<file path="src/rtl/core/xsr_pkg.sv">
// ----------------------------------------------------------------------------
// xsr_pkg
// Types, constants and helpers of the bounded xorshift64* generator.
// ----------------------------------------------------------------------------
package xsr_pkg;

  localparam int unsigned StateW = 64;
  localparam int unsigned ValueW = 48;
  localparam int unsigned ResW   = 53;
  localparam int unsigned DivSteps = 64;

  localparam logic [63:0] MixGold = 64'h9E3779B97F4A7C15;
  localparam logic [63:0] MixMul1 = 64'hBF58476D1CE4E5B9;
  localparam logic [63:0] MixMul2 = 64'h94D049BB133111EB;
  localparam logic [63:0] StarMul = 64'h2545F4914F6CDD1D;

  typedef enum logic [1:0] {
    KIND_RESEED = 2'd0,
    KIND_INT    = 2'd1,
    KIND_FRAC   = 2'd2,
    KIND_NONE   = 2'd3
  } kind_t;

  typedef enum logic [1:0] {
    CSEL_MIX1 = 2'd0,
    CSEL_MIX2 = 2'd1,
    CSEL_STAR = 2'd2
  } csel_t;

  typedef enum logic [1:0] {
    FIN_ZERO = 2'd0,
    FIN_BAD  = 2'd1,
    FIN_FRAC = 2'd2,
    FIN_REM  = 2'd3
  } fin_t;

  typedef enum logic [3:0] {
    OP_NONE,
    OP_SEED_USR,
    OP_SEED_DEF,
    OP_XS30,
    OP_XS27,
    OP_XS31_ST,
    OP_STEP,
    OP_MUL0,
    OP_MUL1,
    OP_MUL2,
    OP_MUL3,
    OP_DIV_THR,
    OP_DIV_X,
    OP_DIV_STEP,
    OP_THR_SAVE
  } op_t;

  typedef enum logic [3:0] {
    S_IDLE,
    S_DEC,
    S_THR,
    S_THRSV,
    S_PRE,
    S_MX30,
    S_MX27,
    S_MX31,
    S_MUL,
    S_DRAW,
    S_CHK,
    S_MOD,
    S_FIN
  } state_t;

  typedef struct packed {
    op_t   op;
    csel_t csel;
    logic  load;
    logic  out_load;
    fin_t  fin;
  } dp_cmd_t;

  typedef struct packed {
    kind_t kind;
    logic  bound_bad;
    logic  draw_lt;
    logic  state_zero;
  } dp_flags_t;

  function automatic logic [63:0] mul_const(csel_t c);
    logic [63:0] r;
    unique case (c)
      CSEL_MIX1: r = MixMul1;
      CSEL_MIX2: r = MixMul2;
      default:   r = StarMul;
    endcase
    return r;
  endfunction

  function automatic logic [63:0] xs_step(logic [63:0] s);
    logic [63:0] x;
    x = s ^ (s >> 12);
    x = x ^ (x << 25);
    x = x ^ (x >> 27);
    return x;
  endfunction

endpackage

</file>
<file path="src/rtl/core/xsr_datapath.sv">
// ----------------------------------------------------------------------------
// xsr_datapath
// Generator state, shared 32x32 multiplier, bit-serial remainder unit and
// output register.
// ----------------------------------------------------------------------------
module xsr_datapath import xsr_pkg::*; (
  input  logic                clk,
  input  logic                rst,
  input  logic                cfg_we,
  input  logic [63:0]         cfg_data,
  input  logic [1:0]          kind,
  input  logic signed [47:0]  value,
  input  dp_cmd_t             cmd,
  output dp_flags_t           flags,
  output logic                status,
  output logic [ResW-1:0]     result_value
);

  logic [63:0] default_seed;
  logic [63:0] gen_state;
  logic [63:0] x;
  logic [63:0] acc;
  logic [63:0] prod;
  logic [63:0] sh;
  logic [47:0] rem;
  logic [47:0] thr;
  logic [47:0] vin;
  kind_t       kin;

  logic [63:0] cval;
  logic [31:0] ma;
  logic [31:0] mb;
  logic [48:0] r2;
  logic        ge;
  logic [48:0] r2_sub;
  logic [63:0] vext;

  assign cval = mul_const(cmd.csel);
  assign vext = {{16{vin[47]}}, vin};
  assign r2 = {rem, sh[63]};
  assign ge = r2 >= {1'b0, vin};
  assign r2_sub = r2 - {1'b0, vin};

  always_comb begin
    ma = x[31:0];
    mb = cval[31:0];
    unique case (cmd.op)
      OP_MUL1: mb = cval[63:32];
      OP_MUL2: ma = x[63:32];
      default: ;
    endcase
  end

  always_ff @(posedge clk) begin
    if (rst) begin
      default_seed <= '0;
      gen_state <= '0;
    end else begin
      if (cfg_we) default_seed <= cfg_data;
      if (cmd.op == OP_XS31_ST) gen_state <= x ^ (x >> 31);
      if (cmd.op == OP_STEP) gen_state <= xs_step(gen_state);
    end
  end

  always_ff @(posedge clk) begin
    if (cmd.load) begin
      vin <= value;
      kin <= kind_t'(kind);
    end
    unique case (cmd.op)
      OP_SEED_USR: x <= vext + MixGold;
      OP_SEED_DEF: x <= default_seed + MixGold;
      OP_XS30:     x <= x ^ (x >> 30);
      OP_XS27:     x <= x ^ (x >> 27);
      OP_STEP:     x <= xs_step(gen_state);
      OP_MUL0:     prod <= ma * mb;
      OP_MUL1: begin
        acc  <= prod;
        prod <= ma * mb;
      end
      OP_MUL2: begin
        acc  <= acc + {prod[31:0], 32'd0};
        prod <= ma * mb;
      end
      OP_MUL3:     x <= acc + {prod[31:0], 32'd0};
      OP_DIV_THR: begin
        sh  <= 64'd0 - vext;
        rem <= '0;
      end
      OP_DIV_X: begin
        sh  <= x;
        rem <= '0;
      end
      OP_DIV_STEP: begin
        sh  <= {sh[62:0], 1'b0};
        rem <= ge ? r2_sub[47:0] : r2[47:0];
      end
      OP_THR_SAVE: thr <= rem;
      default: ;
    endcase
    if (cmd.out_load) begin
      unique case (cmd.fin)
        FIN_BAD: begin
          status <= 1'b1;
          result_value <= '0;
        end
        FIN_FRAC: begin
          status <= 1'b0;
          result_value <= x[63:11];
        end
        FIN_REM: begin
          status <= 1'b0;
          result_value <= {5'd0, rem};
        end
        default: begin
          status <= 1'b0;
          result_value <= '0;
        end
      endcase
    end
  end

  assign flags.kind       = kin;
  assign flags.bound_bad  = vin[47] || (vin == '0);
  assign flags.draw_lt    = x < {16'd0, thr};
  assign flags.state_zero = gen_state == '0;

endmodule

</file>
<file path="src/rtl/core/xsr_ctrl.sv">
// ----------------------------------------------------------------------------
// xsr_ctrl
// Sequencer: seeding, threshold and remainder passes, rejection loop and
// output handshake.
// ----------------------------------------------------------------------------
module xsr_ctrl import xsr_pkg::*; (
  input  logic      clk,
  input  logic      rst,
  input  logic      in_valid,
  output logic      in_stall,
  output logic      out_valid,
  input  logic      out_stall,
  input  dp_flags_t flags,
  output dp_cmd_t   cmd
);

  state_t     state, state_next;
  state_t     ret, ret_next;
  csel_t      csel, csel_next;
  fin_t       fin, fin_next;
  logic [5:0] cnt, cnt_next;
  logic [1:0] ph, ph_next;
  logic       seeded, seeded_next;
  logic       out_valid_next;

  always_ff @(posedge clk) begin
    if (rst) begin
      state     <= S_IDLE;
      ret       <= S_IDLE;
      csel      <= CSEL_MIX1;
      fin       <= FIN_ZERO;
      cnt       <= '0;
      ph        <= '0;
      seeded    <= 1'b0;
      out_valid <= 1'b0;
    end else begin
      state     <= state_next;
      ret       <= ret_next;
      csel      <= csel_next;
      fin       <= fin_next;
      cnt       <= cnt_next;
      ph        <= ph_next;
      seeded    <= seeded_next;
      out_valid <= out_valid_next;
    end
  end

  always_comb begin
    state_next     = state;
    ret_next       = ret;
    csel_next      = csel;
    fin_next       = fin;
    cnt_next       = cnt;
    ph_next        = ph;
    seeded_next    = seeded;
    out_valid_next = out_valid && out_stall;
    in_stall       = state != S_IDLE;
    cmd            = '{op: OP_NONE, csel: csel, load: 1'b0, out_load: 1'b0, fin: fin};

    unique case (state)
      S_IDLE: begin
        if (in_valid) begin
          cmd.load   = 1'b1;
          state_next = S_DEC;
        end
      end
      S_DEC: begin
        unique case (flags.kind)
          KIND_RESEED: begin
            cmd.op     = OP_SEED_USR;
            state_next = S_MX30;
          end
          KIND_INT: begin
            if (flags.bound_bad) begin
              fin_next   = FIN_BAD;
              state_next = S_FIN;
            end else begin
              cmd.op     = OP_DIV_THR;
              cnt_next   = '0;
              state_next = S_THR;
            end
          end
          KIND_FRAC: state_next = S_PRE;
          default: begin
            fin_next   = FIN_ZERO;
            state_next = S_FIN;
          end
        endcase
      end
      S_THR: begin
        cmd.op   = OP_DIV_STEP;
        cnt_next = cnt + 6'd1;
        if (cnt == 6'(DivSteps - 1)) state_next = S_THRSV;
      end
      S_THRSV: begin
        cmd.op     = OP_THR_SAVE;
        state_next = S_PRE;
      end
      S_PRE: begin
        if (!seeded) begin
          cmd.op     = OP_SEED_DEF;
          state_next = S_MX30;
        end else begin
          state_next = S_DRAW;
        end
      end
      S_MX30: begin
        cmd.op     = OP_XS30;
        csel_next  = CSEL_MIX1;
        ret_next   = S_MX27;
        ph_next    = '0;
        state_next = S_MUL;
      end
      S_MX27: begin
        cmd.op     = OP_XS27;
        csel_next  = CSEL_MIX2;
        ret_next   = S_MX31;
        ph_next    = '0;
        state_next = S_MUL;
      end
      S_MX31: begin
        cmd.op      = OP_XS31_ST;
        seeded_next = 1'b1;
        if (flags.kind == KIND_RESEED) begin
          fin_next   = FIN_ZERO;
          state_next = S_FIN;
        end else begin
          state_next = S_DRAW;
        end
      end
      S_MUL: begin
        unique case (ph)
          2'd0:    cmd.op = OP_MUL0;
          2'd1:    cmd.op = OP_MUL1;
          2'd2:    cmd.op = OP_MUL2;
          default: cmd.op = OP_MUL3;
        endcase
        ph_next = ph + 2'd1;
        if (ph == 2'd3) state_next = ret;
      end
      S_DRAW: begin
        cmd.op     = OP_STEP;
        csel_next  = CSEL_STAR;
        ret_next   = S_CHK;
        ph_next    = '0;
        state_next = S_MUL;
      end
      S_CHK: begin
        if (flags.kind == KIND_FRAC) begin
          fin_next   = FIN_FRAC;
          state_next = S_FIN;
        end else if (flags.draw_lt && !flags.state_zero) begin
          state_next = S_DRAW;
        end else begin
          cmd.op     = OP_DIV_X;
          cnt_next   = '0;
          state_next = S_MOD;
        end
      end
      S_MOD: begin
        cmd.op   = OP_DIV_STEP;
        cnt_next = cnt + 6'd1;
        if (cnt == 6'(DivSteps - 1)) begin
          fin_next   = FIN_REM;
          state_next = S_FIN;
        end
      end
      S_FIN: begin
        if (!out_valid || !out_stall) begin
          cmd.out_load   = 1'b1;
          out_valid_next = 1'b1;
          state_next     = S_IDLE;
        end
      end
      default: state_next = S_IDLE;
    endcase
  end

endmodule

</file>
<file path="src/rtl/core/xorshift64star_bounded_rng.sv">
// ----------------------------------------------------------------------------
// xorshift64star_bounded_rng
// Bounded xorshift64* generator: reseed, bounded integer and fraction draws.
// ----------------------------------------------------------------------------
// One request at a time: a reseed, a fraction draw or a bounded integer
// draw. A draw first seeds from default_seed when no seed has been set. A
// bounded integer draw runs two 64-step bit-serial remainder passes and
// repeats the draw for each rejected value, and each draw uses the shared
// 32x32 multiplier. A bad bound and an unused kind answer straight from
// decode. The result sits in an output register, so a new request is taken
// in the cycle after the result is loaded, even while that transfer is
// still stalled; the result is loaded only once the output register is free.
module xorshift64star_bounded_rng import xsr_pkg::*; (
  input  logic               clk,
  input  logic               rst,
  input  logic               cfg_we,
  input  logic [63:0]        cfg_data,
  input  logic               in_valid,
  output logic               in_stall,
  input  logic [1:0]         kind,
  input  logic signed [47:0] value,
  output logic               out_valid,
  input  logic               out_stall,
  output logic               status,
  output logic [ResW-1:0]    result_value
);

  dp_cmd_t   cmd;
  dp_flags_t flags;

  xsr_ctrl u_ctrl (
    .clk       (clk),
    .rst       (rst),
    .in_valid  (in_valid),
    .in_stall  (in_stall),
    .out_valid (out_valid),
    .out_stall (out_stall),
    .flags     (flags),
    .cmd       (cmd)
  );

  xsr_datapath u_dp (
    .clk          (clk),
    .rst          (rst),
    .cfg_we       (cfg_we),
    .cfg_data     (cfg_data),
    .kind         (kind),
    .value        (value),
    .cmd          (cmd),
    .flags        (flags),
    .status       (status),
    .result_value (result_value)
  );

endmodule

</file>
<file path="config.mk">
export PLATFORM = sky130hd
export DESIGN_NAME = xorshift64star_bounded_rng
export DESIGN_NICKNAME = d
export VERILOG_FILES = /design/src/rtl/core/xsr_pkg.sv /design/src/rtl/core/xsr_datapath.sv /design/src/rtl/core/xsr_ctrl.sv /design/src/rtl/core/xorshift64star_bounded_rng.sv
export SDC_FILE = /design/constraint.sdc
export NUM_CORES = 2
export LEC_CHECK = 0
export BUFFER_PORTS_ARGS = -buffer_cell sky130_fd_sc_hd__buf_2
export CORE_ASPECT_RATIO = 1.25
export CORE_MARGIN = 2
export CORE_UTILIZATION = 53
export CTS_CLUSTER_SIZE = 8
export DETAILED_ROUTE_END_ITERATION = 10
export GPL_TIMING_DRIVEN = 0
export PLACE_DENSITY = 0.71
export SLEW_MARGIN = 40
export SYNTH_ARGS = -nofsm -noshare
export SYNTH_HDL_FRONTEND = slang
export SYNTH_SLANG_ARGS = --single-unit
</file>
<file path="constraint.sdc">
create_clock -name clk -period 31.5 [get_ports clk]
set_input_delay 1.575 -clock clk [delete_from_list [all_inputs] [get_ports clk]]
set_output_delay 1.575 -clock clk [all_outputs]
set_load 0.03 [all_outputs]
</file>
==> flow_summary.json <==
{
  "place.gp.congestion": 1.13,
  "fp.coreArea_um2": 127000,
  "ports": 175,
  "place.port_buffers": 172,
  "drt_pre_antenna_iters": 6,
  "detailedPlace.worstSlack_ps": 17000,
  "finalNetCount": 8956,
  "crit_path_max_fanout": 10,
  "tritoncts": "done",
  "post_route_cells_drive_above_1_share": 0.0840,
  "antenna_violating_nets_post_route": 0,
  "drt-initial-drc-count": 6391,
  "design_area_um2": 73900,
  "detail_route.wirelength_mm": 312,
  "cpPeakStageDelay_ps": 660,
  "timing_hold_violations_final": 0,
  "pin_count_of_the_biggest_net_entering_global_routing": 37,
  "insertion_delay_ps": 710,
  "area.growth.synth_to_final_pct": 9.50,
  "cts_root_buf": "clkbuf_16",
  "fill_cells": 11407,
  "postCtsSetupBuffers": 0,
  "clock-sinks": 604,
  "die-height_um": 403,
  "holdBufCountCts": 0,
  "maxSlewViolCount": 0,
  "synthesis.yosys.warnings": 0,
  "cts-htree-levels": 3,
  "cts_resized": 0,
  "synth_cell_area_um2": 67500,
  "rsz_0062_raised_after_global_routing": "no",
  "drc": 0,
  "yosysSeqAreaShare": 0.247,
  "maxSlewHeadroom": 0.283,
  "globalRoute.totalOverflow": 0,
  "final-seq-area_um2": 16700,
  "timing.final.crit_period_ps": 14770,
  "max_freq_ghz": 0.0677,
  "initial_utilization": 0.533,
  "placement_rows": 146,
  "drv.max_cap_violation_count": 0,
  "post-route-util": 0.584,
  "worst-setup-path-type": "flop to flop",
  "clockBufferDepth": 3,
  "clock_skew_ps": 29.7,
  "tightest_slew_ps": 1070,
  "timing.critical_path.from_type": "flop",
  "number_of_global_route_vias_before_repair": 59477,
  "setup_viol": 0,
  "synth_edf_count": 456,
  "footprint_of_the_multi_input_gates_um2": 45400,
  "netlist-cell-type-count": 97,
  "cpMostUsedCell": "fa_1",
  "globalRouteTotalUtil": 0.483,
  "cts.clk_slew.worst_paths_ps": 50,
  "min-delay-path-class": "flop to flop",
  "die_area_um2": 130000,
  "synth_nets": 8650,
  "ys_seq_elements": 604,
  "grt_pass1_wl_mm": 434,
  "postSynthCellCount": 7239,
  "total_via_count_in_the_routed_design": 57750,
  "async_reset_ff_frac": 0,
  "postLayoutSetupSlackWorst_ps": 16730,
  "ys_dominant_reg_cell": "edfxtp_1",
  "post_drt_via_cell_ratio": 6.19,
  "die_width_um": 323,
  "outcome": "completed",
  "cp.required_ps": 31960,
  "mean_instance_size_in_the_synthesized_netlist_um2": 9.33,
  "setup_tns_ps": 0,
  "layout_worst_path_cycle_share": 0.469,
  "dp_hpwl_mm": 257,
  "worstPathArrival_ps": 15230,
  "post_drt_wl_per_cell_um": 33.4,
  "placedInstanceArea_um2": 71300,
  "end_kind": "flop",
  "cts-buffers-inserted": 85,
  "grt_antenna_before_repair": 16,
  "critical_path_slowest_stage_cell": "a41o_1"
}
[registers in the layout, summed over array words and instances (netlist names), 53 cells and up]
signal	cells
u_dp.acc	64
u_dp.prod	64
u_dp.default_seed	64
u_dp.sh	64
u_dp.gen_state	64
u_dp.result_value	53
u_dp.x	64
[synthesized netlist by cell type (all sizes together) (17+ instances only)]
library cell | count | area (µm²)
inv | 1057 | 3970
fa | 864 | 17300
nor2 | 816 | 3080
nand2 | 753 | 2830
edfxtp | 456 | 13700
ha | 428 | 5360
a21oi | 343 | 1730
xnor2 | 304 | 2660
o21ai | 269 | 1350
clkbuf | 265 | 997
mux2i | 194 | 1970
xor2 | 170 | 1490
dfxtp | 148 | 2960
buf | 136 | 711
a21o | 107 | 803
nand3 | 79 | 395
nor2b | 75 | 469
nor3 | 69 | 355
and2 | 68 | 425
a211oi | 56 | 425
nand4 | 46 | 303
nor4 | 42 | 333
o211ai | 39 | 293
nand2b | 37 | 231
a31oi | 34 | 213
mux2 | 34 | 387
a221oi | 32 | 280
o221ai | 28 | 245
or3 | 26 | 163
and3 | 24 | 150
o22ai | 23 | 144
o31ai | 22 | 170
o21a | 21 | 158
o21bai | 17 | 128
[metrics by stage]
| stage | instances | hold slack, ps |
|---|---|---|
| 2_1_floorplan | 7239 | 440 |
| 3_3_place_gp | 9113 | 477 |
| 3_5_place_dp | 9157 | 481 |
| 4_1_cts | 9314 | 493 |
| 5_1_grt | 9323 | 517 |
| 6_report | 9330 | 495 |
[final timing paths]
kind,startpoint,to,slack [ps],depth (start not counted)
setup / recovery,u_dp.vin[1],u_dp.prod[63],16730,39
hold / removal,u_ctrl.ret[1],u_ctrl.ret[1],500,2
setup reg to reg,u_dp.vin[1],u_dp.prod[63],16730,39
hold reg to reg,u_ctrl.ret[1],u_ctrl.ret[1],500,2
[worst max-delay path, delay by kind of cell, from the launching register on]
family                   cells  cell delay (ps)
adder cells (fa/ha/maj)     10             4680
AND/OR/NAND/NOR             13             4140
AO/OA/AOI/OAI                6             2690
buffers and inverters        9             2380
flip-flops                   1              510
XOR/XNOR                     1              110
[routing by layer]
layer	part of all wire	routed length [µm]	global-route usage
met5	0.00018	55	0.000753
met4	0.15	47300	0.571
met3	0.092	28800	0.125
met2	0.45	142000	0.765
met1	0.30	93900	0.477
[cell families after synthesis]
kind of cell | count (synthesis) | share of synthesized area
XOR/XNOR | 474 | 0.0615
flip-flops | 604 | 0.247
adder cells (fa/ha/maj) | 1292 | 0.336
buffers and inverters | 1466 | 0.0845
AO/OA/AOI/OAI | 1096 | 0.102
AND/OR/NAND/NOR | 2079 | 0.135
multiplexers | 228 | 0.0349
[final cells by class]
| type | count | share of cell area |
|---|---|---|
| plain buffers | 401 | 0.0248 |
| well taps | 1702 | 0.0288 |
| diodes | 13 | 0.000440 |
| flip-flops and latches | 604 | 0.225 |
| multi-input cells | 5169 | 0.615 |
| repair buffers | 219 | 0.0178 |
| inverters | 1065 | 0.0541 |
| clock inverters | 6 | 0.00135 |
| clock buffers | 151 | 0.0325 |
[cell usage in the layout (no fill, tap or decap), drive strengths merged, types with 34 or more instances in the layout]
cell type / count
nand2: 753
edfxtp: 456
nand4: 46
dfxtp: 148
fa: 864
nor2b: 75
inv: 1060
xnor2: 304
a21oi: 343
clkbuf: 417
mux2i: 194
and2: 68
ha: 428
a31oi: 34
xor2: 170
a21o: 107
o211ai: 39
nand2b: 37
nor3: 69
o21ai: 269
nor4: 42
mux2: 34
nand3: 79
a211oi: 56
buf: 354
nor2: 816
Power is left out: the tool's default activity adds up to more than one toggle a clock period on the data nets, which glitch-free logic cannot reach.
